==> config.mk <==
export PLATFORM = sky130hd
export DESIGN_NAME = priority_schedule_wait_times
export DESIGN_NICKNAME = d
export VERILOG_FILES = /design/src/rtl/psw_pkg.sv /design/src/rtl/psw_div.sv /design/src/rtl/psw_dp.sv /design/src/rtl/psw_ctrl.sv /design/src/rtl/priority_schedule_wait_times.sv
export SDC_FILE = /design/constraint.sdc
export NUM_CORES = 2
export LEC_CHECK = 0
export BUFFER_PORTS_ARGS = -buffer_cell sky130_fd_sc_hd__buf_2
export CORE_UTILIZATION = 30
export DETAILED_ROUTE_END_ITERATION = 7
export GPL_TIMING_DRIVEN = 0
export SETUP_SLACK_MARGIN = 0.5
export SLEW_MARGIN = 20
export SYNTH_ARGS = -nofsm -noshare
export SYNTH_HDL_FRONTEND = slang
export SYNTH_SLANG_ARGS = --single-unit
==> constraint.sdc <==
create_clock -name clk -period 6.1 [get_ports clk]
set_input_delay 0.61 -clock clk [delete_from_list [all_inputs] [get_ports clk]]
set_output_delay 0.61 -clock clk [all_outputs]
set_load 0.01 [all_outputs]
==> src/rtl/psw_pkg.sv <==
// Shared constants, types and command/status structs for the priority scheduler.
`default_nettype none
package psw_pkg;
  localparam int MAX_PROCESSES = 64;
  localparam int AW = $clog2(MAX_PROCESSES);
  localparam int CW = $clog2(MAX_PROCESSES + 1);
  localparam int ID_W = 16;
  localparam int BURST_W = 16;
  localparam int PRIO_W = 8;
  localparam int TIME_W = 22;
  localparam int TOT_W = 28;
  localparam int AVG_W = 30;
  localparam int FRAC_W = 8;
  localparam int DVD_W = TOT_W + FRAC_W;
  localparam int STEP_W = $clog2(DVD_W);
  localparam int IN_W = ID_W + BURST_W + PRIO_W;
  localparam int OUT_W = IN_W + 2 * TIME_W + 2 * AVG_W;

  typedef struct packed {
    logic [PRIO_W-1:0]  prio;
    logic [BURST_W-1:0] burst;
    logic [ID_W-1:0]    id;
  } entry_t;

  typedef enum logic [1:0] {
    RK_NONE,
    RK_ENTA,
    RK_SCAN,
    RK_SUM
  } rd_kind_t;

  typedef struct packed {
    logic load_en;
    logic pos_rd;
    logic scan_rd;
    logic swap1;
    logic swap2;
    logic sum_init;
    logic sum_rd;
    logic div_start;
    logic emit_ld;
  } cmd_t;

  typedef struct packed {
    logic last_fire;
    logic single;
    logic scan_last;
    logic pos_done;
    logic sum_last;
    logic div_busy;
    logic out_free;
    logic emit_last;
  } sts_t;
endpackage
`default_nettype wire

==> src/rtl/psw_div.sv <==
// Restoring divider, one quotient bit per cycle, saturating quotient.
`default_nettype none
module psw_div
  import psw_pkg::*;
(
  input  wire logic             clk,
  input  wire logic             rst_n,
  input  wire logic             start,
  input  wire logic [DVD_W-1:0] dividend,
  input  wire logic [CW-1:0]    divisor,
  output logic                  busy,
  output logic [AVG_W-1:0]      quotient
);
  logic              busy_r, busy_nxt;
  logic [STEP_W-1:0] step_r, step_nxt;
  logic [CW-1:0]     rem_r, rem_nxt;
  logic [DVD_W-1:0]  quo_r, quo_nxt;
  logic [CW:0]       trial;
  logic [CW:0]       diff;
  logic              ge;

  always_comb begin
    trial = {rem_r, quo_r[DVD_W-1]};
    ge = trial >= {1'b0, divisor};
    diff = trial - {1'b0, divisor};
    busy_nxt = busy_r;
    step_nxt = step_r;
    rem_nxt = rem_r;
    quo_nxt = quo_r;
    if (start) begin
      busy_nxt = 1'b1;
      step_nxt = '0;
      rem_nxt = '0;
      quo_nxt = dividend;
    end else if (busy_r) begin
      rem_nxt = ge ? diff[CW-1:0] : trial[CW-1:0];
      quo_nxt = {quo_r[DVD_W-2:0], ge};
      step_nxt = step_r + 1'b1;
      if (step_r == STEP_W'(DVD_W - 1)) busy_nxt = 1'b0;
    end
  end

  always_ff @(posedge clk) begin
    if (!rst_n) begin
      busy_r <= 1'b0;
      step_r <= '0;
    end else begin
      busy_r <= busy_nxt;
      step_r <= step_nxt;
    end
    rem_r <= rem_nxt;
    quo_r <= quo_nxt;
  end

  always_comb begin
    if (divisor == '0) quotient = '0;
    else if (quo_r[DVD_W-1:AVG_W] != '0) quotient = '1;
    else quotient = quo_r[AVG_W-1:0];
  end

  assign busy = busy_r;
endmodule
`default_nettype wire

==> src/rtl/psw_dp.sv <==
// Datapath: batch store, selection scan, totals, dividers and output register.
`default_nettype none
module psw_dp
  import psw_pkg::*;
(
  input  wire logic             clk,
  input  wire logic             rst_n,
  input  wire cmd_t             cmd,
  output sts_t                  sts,
  input  wire logic             in_tvalid,
  output logic                  in_tready,
  input  wire logic [IN_W-1:0]  in_tdata,
  input  wire logic             in_tlast,
  output logic                  out_tvalid,
  input  wire logic             out_tready,
  output logic [OUT_W-1:0]      out_tdata,
  output logic                  out_tlast,
  output logic                  out_tuser
);
  entry_t mem [MAX_PROCESSES];
  entry_t q_r, ent_a_r, best_ent_r, wd;
  rd_kind_t kind_r, kind_nxt;
  logic [AW-1:0] q_addr_r, ra, wa, best_idx_r;
  logic we;
  logic [CW-1:0] cnt_r;
  logic drop_r;
  logic [AW-1:0] pos_r, scan_r, k_r;
  logic [TIME_W-1:0] rw_r, w_r;
  logic [TOT_W-1:0] wt_r, tt_r;
  logic [TIME_W:0] tat_s, emit_s;
  logic [TIME_W-1:0] tat_q, emit_tat;
  logic [TOT_W:0] wt_s, tt_s;
  logic in_fire, full;
  logic [CW-1:0] k_ext;
  logic busy_w, busy_t;
  logic [AVG_W-1:0] avg_w, avg_t;
  logic out_vld_r;
  logic [OUT_W-1:0] out_data_r;
  logic out_last_r, out_user_r;

  assign full = cnt_r == CW'(MAX_PROCESSES);
  assign in_tready = cmd.load_en;
  assign in_fire = in_tvalid && cmd.load_en;
  assign k_ext = {{(CW-AW){1'b0}}, k_r};

  always_comb begin
    ra = k_r;
    kind_nxt = RK_NONE;
    if (cmd.pos_rd) begin
      ra = pos_r;
      kind_nxt = RK_ENTA;
    end else if (cmd.scan_rd) begin
      ra = scan_r;
      kind_nxt = RK_SCAN;
    end else if (cmd.sum_rd) begin
      kind_nxt = RK_SUM;
    end
    we = 1'b0;
    wa = cnt_r[AW-1:0];
    wd = in_tdata;
    if (in_fire && !full) begin
      we = 1'b1;
    end else if (cmd.swap1) begin
      we = 1'b1;
      wa = pos_r;
      wd = best_ent_r;
    end else if (cmd.swap2) begin
      we = 1'b1;
      wa = best_idx_r;
      wd = ent_a_r;
    end
  end

  always_ff @(posedge clk) begin
    if (we) mem[wa] <= wd;
    q_r <= mem[ra];
    q_addr_r <= ra;
  end

  always_comb begin
    tat_s = {1'b0, rw_r} + {{(TIME_W-BURST_W+1){1'b0}}, q_r.burst};
    tat_q = tat_s[TIME_W] ? '1 : tat_s[TIME_W-1:0];
    wt_s = {1'b0, wt_r} + {{(TOT_W-TIME_W+1){1'b0}}, rw_r};
    tt_s = {1'b0, tt_r} + {{(TOT_W-TIME_W+1){1'b0}}, tat_q};
    emit_s = {1'b0, w_r} + {{(TIME_W-BURST_W+1){1'b0}}, q_r.burst};
    emit_tat = emit_s[TIME_W] ? '1 : emit_s[TIME_W-1:0];
  end

  always_ff @(posedge clk) begin
    if (!rst_n) begin
      kind_r <= RK_NONE;
      cnt_r <= '0;
      drop_r <= 1'b0;
      pos_r <= '0;
      out_vld_r <= 1'b0;
    end else begin
      kind_r <= kind_nxt;
      if (in_fire) begin
        if (full) drop_r <= 1'b1;
        else cnt_r <= cnt_r + 1'b1;
      end
      if (cmd.swap2) pos_r <= pos_r + 1'b1;
      if (cmd.emit_ld) out_vld_r <= 1'b1;
      else if (out_tready) out_vld_r <= 1'b0;
      if (cmd.emit_ld && sts.emit_last) begin
        cnt_r <= '0;
        drop_r <= 1'b0;
        pos_r <= '0;
      end
    end
  end

  always_ff @(posedge clk) begin
    if (cmd.pos_rd) scan_r <= pos_r + 1'b1;
    else if (cmd.scan_rd) scan_r <= scan_r + 1'b1;
    case (kind_r)
      RK_ENTA: begin
        ent_a_r <= q_r;
        best_ent_r <= q_r;
        best_idx_r <= q_addr_r;
      end
      RK_SCAN: begin
        if (q_r.prio < best_ent_r.prio) begin
          best_ent_r <= q_r;
          best_idx_r <= q_addr_r;
        end
      end
      RK_SUM: begin
        rw_r <= tat_q;
        wt_r <= wt_s[TOT_W] ? '1 : wt_s[TOT_W-1:0];
        tt_r <= tt_s[TOT_W] ? '1 : tt_s[TOT_W-1:0];
      end
      default: ;
    endcase
    if (cmd.sum_init) begin
      k_r <= '0;
      rw_r <= '0;
      wt_r <= '0;
      tt_r <= '0;
    end else if (cmd.sum_rd) begin
      k_r <= k_r + 1'b1;
    end else if (cmd.div_start) begin
      k_r <= '0;
      w_r <= '0;
    end else if (cmd.emit_ld) begin
      k_r <= k_r + 1'b1;
      w_r <= emit_tat;
      out_data_r <= {avg_t, avg_w, emit_tat, w_r, q_r.prio, q_r.burst, q_r.id};
      out_last_r <= sts.emit_last;
      out_user_r <= drop_r;
    end
  end

  psw_div u_div_wait (
    .clk(clk), .rst_n(rst_n), .start(cmd.div_start),
    .dividend({wt_r, {FRAC_W{1'b0}}}), .divisor(cnt_r),
    .busy(busy_w), .quotient(avg_w)
  );

  psw_div u_div_tat (
    .clk(clk), .rst_n(rst_n), .start(cmd.div_start),
    .dividend({tt_r, {FRAC_W{1'b0}}}), .divisor(cnt_r),
    .busy(busy_t), .quotient(avg_t)
  );

  always_comb begin
    sts.last_fire = in_fire && in_tlast;
    sts.single = cnt_r <= CW'(1);
    sts.scan_last = ({1'b0, scan_r} + 1'b1) == (AW+1)'(cnt_r);
    sts.pos_done = ({2'b0, pos_r} + 2'd2) >= (AW+2)'(cnt_r);
    sts.sum_last = (k_ext + 1'b1) == cnt_r;
    sts.div_busy = busy_w || busy_t;
    sts.out_free = !out_vld_r || out_tready;
    sts.emit_last = (k_ext + 1'b1) == cnt_r;
  end

  assign out_tvalid = out_vld_r;
  assign out_tdata = out_data_r;
  assign out_tlast = out_last_r;
  assign out_tuser = out_user_r;
endmodule
`default_nettype wire

==> src/rtl/psw_ctrl.sv <==
// Controller: sequences load, selection sort, totals, averaging and emission.
`default_nettype none
module psw_ctrl
  import psw_pkg::*;
(
  input  wire logic clk,
  input  wire logic rst_n,
  input  wire sts_t sts,
  output cmd_t      cmd
);
  typedef enum logic [3:0] {
    S_LOAD, S_START, S_POS, S_SCAN, S_SCAN_END, S_SWAP1, S_SWAP2,
    S_SUM_INIT, S_SUM, S_SUM_END, S_DIV_START, S_DIV_WAIT, S_EMIT_RD, S_EMIT_LD
  } state_t;

  state_t state_r, state_nxt;

  always_comb begin
    state_nxt = state_r;
    cmd = '0;
    case (state_r)
      S_LOAD: begin
        cmd.load_en = 1'b1;
        if (sts.last_fire) state_nxt = S_START;
      end
      S_START: state_nxt = sts.single ? S_SUM_INIT : S_POS;
      S_POS: begin
        cmd.pos_rd = 1'b1;
        state_nxt = S_SCAN;
      end
      S_SCAN: begin
        cmd.scan_rd = 1'b1;
        if (sts.scan_last) state_nxt = S_SCAN_END;
      end
      S_SCAN_END: state_nxt = S_SWAP1;
      S_SWAP1: begin
        cmd.swap1 = 1'b1;
        state_nxt = S_SWAP2;
      end
      S_SWAP2: begin
        cmd.swap2 = 1'b1;
        state_nxt = sts.pos_done ? S_SUM_INIT : S_POS;
      end
      S_SUM_INIT: begin
        cmd.sum_init = 1'b1;
        state_nxt = S_SUM;
      end
      S_SUM: begin
        cmd.sum_rd = 1'b1;
        if (sts.sum_last) state_nxt = S_SUM_END;
      end
      S_SUM_END: state_nxt = S_DIV_START;
      S_DIV_START: begin
        cmd.div_start = 1'b1;
        state_nxt = S_DIV_WAIT;
      end
      S_DIV_WAIT: if (!sts.div_busy) state_nxt = S_EMIT_RD;
      S_EMIT_RD: state_nxt = S_EMIT_LD;
      S_EMIT_LD: begin
        if (sts.out_free) begin
          cmd.emit_ld = 1'b1;
          state_nxt = sts.emit_last ? S_LOAD : S_EMIT_RD;
        end
      end
      default: state_nxt = S_LOAD;
    endcase
  end

  always_ff @(posedge clk) begin
    if (!rst_n) state_r <= S_LOAD;
    else state_r <= state_nxt;
  end
endmodule
`default_nettype wire

==> src/rtl/priority_schedule_wait_times.sv <==
// Top level of the non-preemptive priority scheduler.
// Input channel in_*: one process per item; in_tdata = {priority, burst, id}
// from the lowest bit up as id[15:0], burst[31:16], priority[39:32];
// in_tlast closes the batch. Up to MAX_PROCESSES items are stored, further
// items are dropped and flagged on every result of that batch (out_tuser).
// After the closing item the batch is sorted by selection sort in one store
// with one read and one write port, the scan making one compare per cycle.
// Totals follow, then the two averages in bit-serial dividers, then the
// results leave one at a time in sorted order through the output register.
// in_tready is high only while loading. Results sit in an output register;
// a stall on out_tready holds it and pauses emission without loss.
// Synchronous active-low reset empties the batch and the output register.
`default_nettype none
module priority_schedule_wait_times
  import psw_pkg::*;
(
  input  wire logic             clk,
  input  wire logic             rst_n,
  input  wire logic             in_tvalid,
  output logic                  in_tready,
  input  wire logic [IN_W-1:0]  in_tdata,   // process_id, burst_time, priority_req
  input  wire logic             in_tlast,
  output logic                  out_tvalid,
  input  wire logic             out_tready,
  // process_id_res, burst_time_res, priority_res, wait_time, turnaround_time,
  // avg_wait_q8, avg_turnaround_q8
  output logic [OUT_W-1:0]      out_tdata,
  output logic                  out_tlast,
  output logic                  out_tuser   // overflow
);
  cmd_t cmd;
  sts_t sts;

  psw_ctrl u_ctrl (
    .clk(clk), .rst_n(rst_n), .sts(sts), .cmd(cmd)
  );

  psw_dp u_dp (
    .clk(clk), .rst_n(rst_n), .cmd(cmd), .sts(sts),
    .in_tvalid(in_tvalid), .in_tready(in_tready), .in_tdata(in_tdata),
    .in_tlast(in_tlast), .out_tvalid(out_tvalid), .out_tready(out_tready),
    .out_tdata(out_tdata), .out_tlast(out_tlast), .out_tuser(out_tuser)
  );
endmodule
`default_nettype wire

* Word-level counts from Yosys, hierarchy flattened
Memory sizes are Yosys's and may differ from the RTL's. A register that Yosys moved wholly into a read port is not among the register bits.
Index checks and enable logic that the tools add are counted.
** Operators by class
- Add/subtract/negate cells :: 15
- Multiply operators :: 0
- Div/mod/pow operators :: 0
- Order comparisons :: 5
- Equal/unequal tests :: 27
- Shift operators :: 0
- Mux-type cells :: 65
- Bitwise logic cells :: 5
- Reductions and logical operators :: 28
** Operators by type and width (count)
- $mux W40 :: 4
- $mux W36 :: 4
- $pmux W40 S2 :: 1
- $mux W22 :: 3
- $mux W6 :: 11
- $mux W30 :: 2
- $add A28 B22 Y29 :: 2
- $mux W28 :: 2
- $pmux W4 S14 :: 1
- $add A22 B16 Y23 :: 2
- $add A6 B1 Y6 const B :: 5
- $eq A4 B4 Y1 const B :: 6
- $ge A8 B7 Y1 :: 3
- $mux W1 :: 24
- $mux W4 :: 6
- $eq A4 B3 Y1 const B :: 4
- $add A6 B1 Y7 const B :: 2
- $eq A7 B7 Y1 :: 2
- $mux W7 :: 2
- $sub A7 B7 Y7 :: 2
- $eq A6 B6 Y1 const B :: 2
- $pmux W6 S2 :: 1
- $reduce_bool A2 Y1 :: 6
- $reduce_bool A6 Y1 :: 2
- 25 further kinds :: 46
** Storage, ports and cells
- Flip-flop bits (word level) :: 471
- Latch bits :: 0
- Bits in writable memories :: 2560
- Memory bits (read-only) :: 0
- Input bits :: 45
- Output and inout port bits :: 148
- Logic and storage cells :: 181
- Memories :: 1
** Memories
- u_dp.mem :: depth 64, bits a word 40, read ports 1, clocked after memory_dff 1, write ports 1, RTL line psw_dp.sv:20 : entry_t mem [MAX_PROCESSES];

* Logic depth before layout (Yosys ltp)
- Word-level depth :: 7
- Mapped depth :: 25
- Depth with buffers taken out :: 21

* Hierarchy
A second synthesis with hierarchy kept.
** Unflattened totals
- Cells, all modules :: 6985
- Area total of the unflattened synthesis :: 123618.6 um2
** By module, submodules not included
- psw_dp :: instances 1, cells an instance 6430, area an instance 117403.8 um2, sequential area each 87624.0 um2
- psw_div :: instances 2, cells an instance 254, area an instance 2934.1 um2, sequential area each 1361.3 um2
- psw_ctrl :: instances 1, cells an instance 47, area an instance 346.6 um2, sequential area each 80.1 um2

* Worst setup path after synthesis
OpenSTA, ideal clock, no wires.
- Kind :: flip-flop to flip-flop
- From :: reg u_ctrl.state_r[3]
- To :: reg u_dp.w_r[0] (enable)
- Library setup time :: 380 ps
- Arrival time :: 5121 ps
- Required time :: 5720 ps
- Setup slack :: 599 ps
- Stages on the path, launching flop included :: 8
- Path buffers :: 2
- Clock period less this slack :: 5501 ps
- Cell sequence :: dfxtp_1 clkbuf_1 clkbuf_1 nand2_1 or2_2 nand2b_1 inv_1 o21a_1
** On the way
- Cells in the longest elaborated chain, start to end :: 4
- Elaborated cells between the ends (all ways) :: 12
- Those cells by class :: 4 x eq/ne; 4 x mux; 2 x bitwise; 2 x reduce/logical
** Ends and longest elaborated chain
- from (decl) :: RTL line psw_ctrl.sv:16 : state_t state_r, state_nxt;
- from (signal assigned) :: RTL line psw_ctrl.sv:71 : else state_r <= state_nxt;
- $eq A4 B4 Y1 / $eq A4 B3 Y1 (equally long branches) :: RTL line psw_ctrl.sv:21 : case (state_r)
- $mux W1 :: RTL line psw_ctrl.sv:21
- $reduce_bool A2 Y1 (no line) / $not A1 Y1 (equally long branches)
- $reduce_and A3 Y1 (no line) (*)
- to (signal assigned) :: RTL line psw_dp.sv:147 : w_r <= emit_tat;
- to (decl) :: RTL line psw_dp.sv:28 : logic [TIME_W-1:0] rw_r, w_r;
Mark *: on every way between the ends. The rest lies on a longest branch, timed or not.
A chain may end at the register's enable or synchronous reset.

* Worst setup path in the final report
- From :: reg u_ctrl.state_r[3]
- To :: reg, netlist name u_dp.q_r[28]
** On the way
- Cells in the longest elaborated chain, start to end :: 4
- Elaborated cells between the ends (all ways) :: 6
- Those cells by class :: 2 x eq/ne; 4 x mux
** Ends and longest elaborated chain
- $eq A4 B2 Y1 :: RTL line psw_ctrl.sv:21
- $mux W1 :: RTL line psw_ctrl.sv:21
- $mux W6 :: RTL line psw_dp.sv:52 : end else if (cmd.scan_rd) begin
- $mux W6 (*) :: RTL line psw_dp.sv:49 : if (cmd.pos_rd) begin
- net u_dp.ra[5] :: RTL line psw_dp.sv:23 : logic [AW-1:0] q_addr_r, ra, wa, best_idx_r;
Mark *: on every way through the listed nets, which the timed path passes. The rest lies on a longest branch.

==> impl_summary.log <==
[metrics] number of fill cells: 36682
[metrics] Max Used Layer: met5
[metrics] number of cells on the worst hold path: 3
[metrics] dominant cells by area after synthesis: sky130_fd_sc_hd__edfxtp_1 72%, sky130_fd_sc_hd__mux4_2 12%, sky130_fd_sc_hd__dfxtp_1 3.2%, sky130_fd_sc_hd__a22oi_1 1.5%, sky130_fd_sc_hd__nand2_1 1.2%
[metrics] number of enable-type register cells in the synthesized netlist: 2876
[metrics] Final GP Congestion: 0.894
[metrics] number of synthesized register bits: 3071
[metrics] met2 wirelength from detailed routing: 175000 um
[metrics] library cell occupying the most area in the post-synthesis netlist: sky130_fd_sc_hd__edfxtp_1
[metrics] xor and xnor area share after synthesis: 0.885%
[metrics] clock tree from TritonCTS: yes
[metrics] most repeated cell in the gate-level netlist after synthesis: sky130_fd_sc_hd__edfxtp_1
[metrics] end of the worst register-to-register path: u_dp.q_r[28]
[metrics] Worst setup SP type: flop
[metrics] number of nets in the layout: 7404
[metrics] capturing element type of the critical path: flop
[metrics] Wirelength per Cell: 29.6 um
[metrics] Min Clock Period, post-route: 5.48 ns
[metrics] area enclosed by the die boundary: 405000 um2
[metrics] CTS buffer count: 304
[metrics] Initial Utilization: 30.2%
[metrics] startpoint of the most critical register-to-register path: u_ctrl.state_r[3]
[metrics] clock network latency to the later pin of the worst-skew pair: 0.92 ns
[metrics] core outline area: 400000 um2
[metrics] count of different cell masters after synthesis: 82
[metrics] fraction of layout instances using a drive strength above 1: 24.4%
[metrics] clk sink count: 3071
[metrics] average instance area after synthesis: 18.6 um2
[metrics] outcome: finished, final reports clean
[metrics] vias in the first global route: 67466
[metrics] largest net degree at the start of global routing: 98
[metrics] total of endpoints with negative setup slack in the final report: 0
[metrics] total global routing track utilization: 18.0%
[metrics] PortBufs: 192
[metrics] Die Span Y: 636 um
[metrics] count of buffer and inverter cells on the critical path: 6
[metrics] number of hold-repair buffers added at the cts stage: 0
[metrics] Least-Margin Pin Slew: 1.34 ns
[metrics] Max H-tree Level: 5
[metrics] data required time of the worst path: 6.79 ns
[metrics] type of the tightest min-delay check: in2reg
[metrics] I/O pin total: 193
[metrics] Reg area: 90300 um2
[metrics] biggest fanout along the worst timing path: 15
[metrics] dpl ws: -1.82 ns
[metrics] detailed-route wire length on metal 1: 144000 um
[metrics] total iterations of the first detailed-routing run: 6
[metrics] Antenna Nets Post-Route: 0
[metrics] largest vdd supply drop: 293 uV
[metrics] warnings from Yosys: 0
[metrics] fraction of the mapped netlist area in compound gates: 5.35%
[metrics] Worst path top cell family by delay: buffers and inverters
[metrics] number of DRC violations after detailed routing: 0
[metrics] max-cap violations: 0
[metrics] synthesized instance count: 6500
[metrics] Slew Limit Headroom: 10.7%
[metrics] P_leak: 46.2 nW
[metrics] ratio of total power to cell area: 484 nW/um2
[metrics] Vias: 68604
[metrics] growth of design area from synthesis to finish: 19.8%
[metrics] unrepaired setup endpoints after global routing: false
[metrics] origin of the worst min-delay path: rst_n
[metrics] synthesized-area fraction occupied by adder cells: 1.27%
[metrics] final max-slew violation count: 0
[metrics] Cell Chain, Critical Path: clkbuf_1 -> nor3b_4 -> buf_2 -> nor2_1 -> a21o_1 -> clkbuf_2 -> clkinv_1 -> clkbuf_2 -> clkbuf_1 -> nand3_1 -> o21ai_0
[metrics] via density per instance: 5.38
[metrics] wire length of the first global-routing pass: 521000 um
[metrics] Synth async-reset ratio: 0%
[metrics] fraction of post-synthesis cell area in the top cell type by area: 71.5%
[metrics] timing-limited maximum frequency: 182 MHz
[metrics] total length of routed wires: 377000 um
[metrics] worst hold margin: 0.135 ns
[metrics] detailed route wirelength on metal3: 39400 um
[metrics] number of cells on the worst reg-to-reg path: 11
[metrics] number of antenna violations at the first check in global routing: 28
[metrics] slowest cell on the critical path: sky130_fd_sc_hd__clkbuf_1
[metrics] total grt overflow: 0
[metrics] half-perimeter wire length after detailed placement: 268000 um
[metrics] basic-gate share of the synthesized area counting and, or, nand and nor cells: 4.15%
[metrics] final hold viol count: 0
[metrics] critical path data arrival time: 6.17 ns
[metrics] multiplexer share of the synthesized area: 12.1%
[metrics] register-to-register path setup slack: 0.62 ns
[metrics] maximum number of buffers from clock root to sink: 4
[metrics] Root Buffer Master: sky130_fd_sc_hd__clkbuf_16
[metrics] clock transition time at the flip-flop clock pins of the worst setup and hold paths: 0.06 ns
[metrics] Setup Skew: 0.117 ns
[metrics] Worst path max stage delay: 1.04 ns
[metrics] combinational family with the most area after synthesis: multiplexers
[metrics] most used standard cells in the synthesized netlist: 2876 x sky130_fd_sc_hd__edfxtp_1, 627 x sky130_fd_sc_hd__mux4_2, 388 x sky130_fd_sc_hd__nand2_1
[metrics] post-route setup slack: 0.617 ns
[metrics] prevailing post-synth register cell: sky130_fd_sc_hd__edfxtp_1
[metrics] proportion of synthesized chip area in sequential cells: 74.8%
[metrics] multi-input gate area in the final layout: 29700 um2
[metrics] Period Utilization, post-route: 89.9%
[metrics] floorplan die width: 636 um
[metrics] worst min-delay path endpoint: u_dp.kind_r[1]
[metrics] row count: 232
[metrics] mapped cell area: 121000 um2
[metrics] violation count after the first detailed-routing iteration: 9976
[metrics] synthesized net count: 6664
[metrics] Crit Path Class: reg2reg
[cells by family (layout without fill, tap and decap cells)]
| logic type | count (synthesis) | in the layout |
|---|---|---|
| AO/OA/AOI/OAI | 969 | 969 |
| other | 0 | 14 |
| XOR/XNOR | 122 | 122 |
| adder cells (fa/ha/maj) | 119 | 119 |
| buffers and inverters | 422 | 1392 |
| multiplexers | 679 | 679 |
| flip-flops | 3071 | 3071 |
| AND/OR/NAND/NOR | 1118 | 1118 |
[area by class of cell]
cell class	count	share of cell area, %
Multi-Input combinational cell	3007	20.6
Clock inverter	152	1.15
Buffer	342	1.04
Antenna cell	14	0.0242
Tap cell	5265	4.55
Sequential cell	3071	62.4
Inverter	80	0.213
Timing Repair Buffer	434	4.35
Clock buffer	384	5.68
[placed cells by master, fill, tap and decap left out, types with 84 or more instances in the layout]
cell | netlist | layout
sky130_fd_sc_hd__buf_16 | 0 | 99
sky130_fd_sc_hd__nor2_1 | 273 | 176
sky130_fd_sc_hd__a21oi_1 | 196 | 184
sky130_fd_sc_hd__nand3_1 | 274 | 274
sky130_fd_sc_hd__o21ai_0 | 138 | 136
sky130_fd_sc_hd__ha_1 | 113 | 111
sky130_fd_sc_hd__buf_12 | 0 | 122
sky130_fd_sc_hd__nand2_1 | 388 | 388
sky130_fd_sc_hd__nor2_4 | 0 | 97
sky130_fd_sc_hd__mux4_2 | 627 | 627
sky130_fd_sc_hd__a22oi_1 | 245 | 245
sky130_fd_sc_hd__clkbuf_1 | 173 | 204
sky130_fd_sc_hd__edfxtp_1 | 2876 | 2876
sky130_fd_sc_hd__clkbuf_16 | 0 | 310
sky130_fd_sc_hd__buf_2 | 114 | 310
sky130_fd_sc_hd__o21a_1 | 85 | 84
sky130_fd_sc_hd__dfxtp_1 | 195 | 186
[layer usage]
layer  vias to the layer above  GRT usage, %
li1                      27976             -
met1                     35929          23.4
met2                      3942          29.0
met3                       753          4.42
met4                         4          7.17
met5                         -             0
[worst max path at each step]
stage          cells past startpoint                 end         startpoint
2_1_floorplan                      7         u_dp.w_r[0]  u_ctrl.state_r[3]
3_3_place_gp                       2  u_dp.best_ent_r[3]     u_dp.kind_r[0]
3_5_place_dp                      25       u_dp.tt_r[15]       u_dp.q_r[16]
4_1_cts                           25       u_dp.tt_r[19]       u_dp.q_r[16]
5_1_grt                           25       u_dp.tt_r[21]       u_dp.q_r[16]
6_report                          11        u_dp.q_r[28]  u_ctrl.state_r[3]
[power by group]
part	switching (mW)	internal, mW
registers	1.04	25.4
logic	15.2	9.40
clock network	8.04	10.9
[per-stage QoR]
step | TNS, ns | cell area [um2] | util [%] | power [mW] | instances
floorplan | 0 | 121000 | - | 41.2 | 6500
global placement | -8559.65 | 128000 | 32.1 | 49.7 | 11957
detailed placement | -45.44 | 134000 | 33.6 | 50.7 | 12180
CTS | 0 | 144000 | 36.1 | 69.8 | 12723
global route | 0 | 145000 | 36.2 | 72.1 | 12735
finish | 0 | 145000 | 36.2 | 70.0 | 12749
[worst min-delay path: cells and delay by family]
family	cells	cell delay, ns
buffers and inverters	1	0.15
and+or+nand+nor	2	0.16
[sequential cells by signal, summed over array words and instances, names as in the netlist, 2 cells and up]
signal,cells
u_dp.mem,2560
u_dp.w_r,22
u_dp.rw_r,22
u_ctrl.state_r,4
u_dp.kind_r,2
u_dp.u_div_wait.step_r,6
u_dp.u_div_wait.quo_r,36
u_dp.u_div_tat.rem_r,7
u_dp.u_div_tat.quo_r,36
u_dp.k_r,6
u_dp.q_r,40
u_dp.wt_r,28
u_dp.best_idx_r,6
u_dp.pos_r,6
u_dp.best_ent_r,40
u_dp.u_div_tat.step_r,6
u_dp.tt_r,28
u_dp.scan_r,6
u_dp.u_div_wait.rem_r,7
u_dp.cnt_r,7
u_dp.q_addr_r,6
u_dp.out_tdata,144
u_dp.ent_a_r,40
[repair_timing]
item                                    CTS  global route
pin swaps                                 6            12
buffers inserted                          7            11
gates resized for setup                  30            24
endpoints found under the setup margin   28            27
Note: power is estimated with default switching activity, not from simulation.
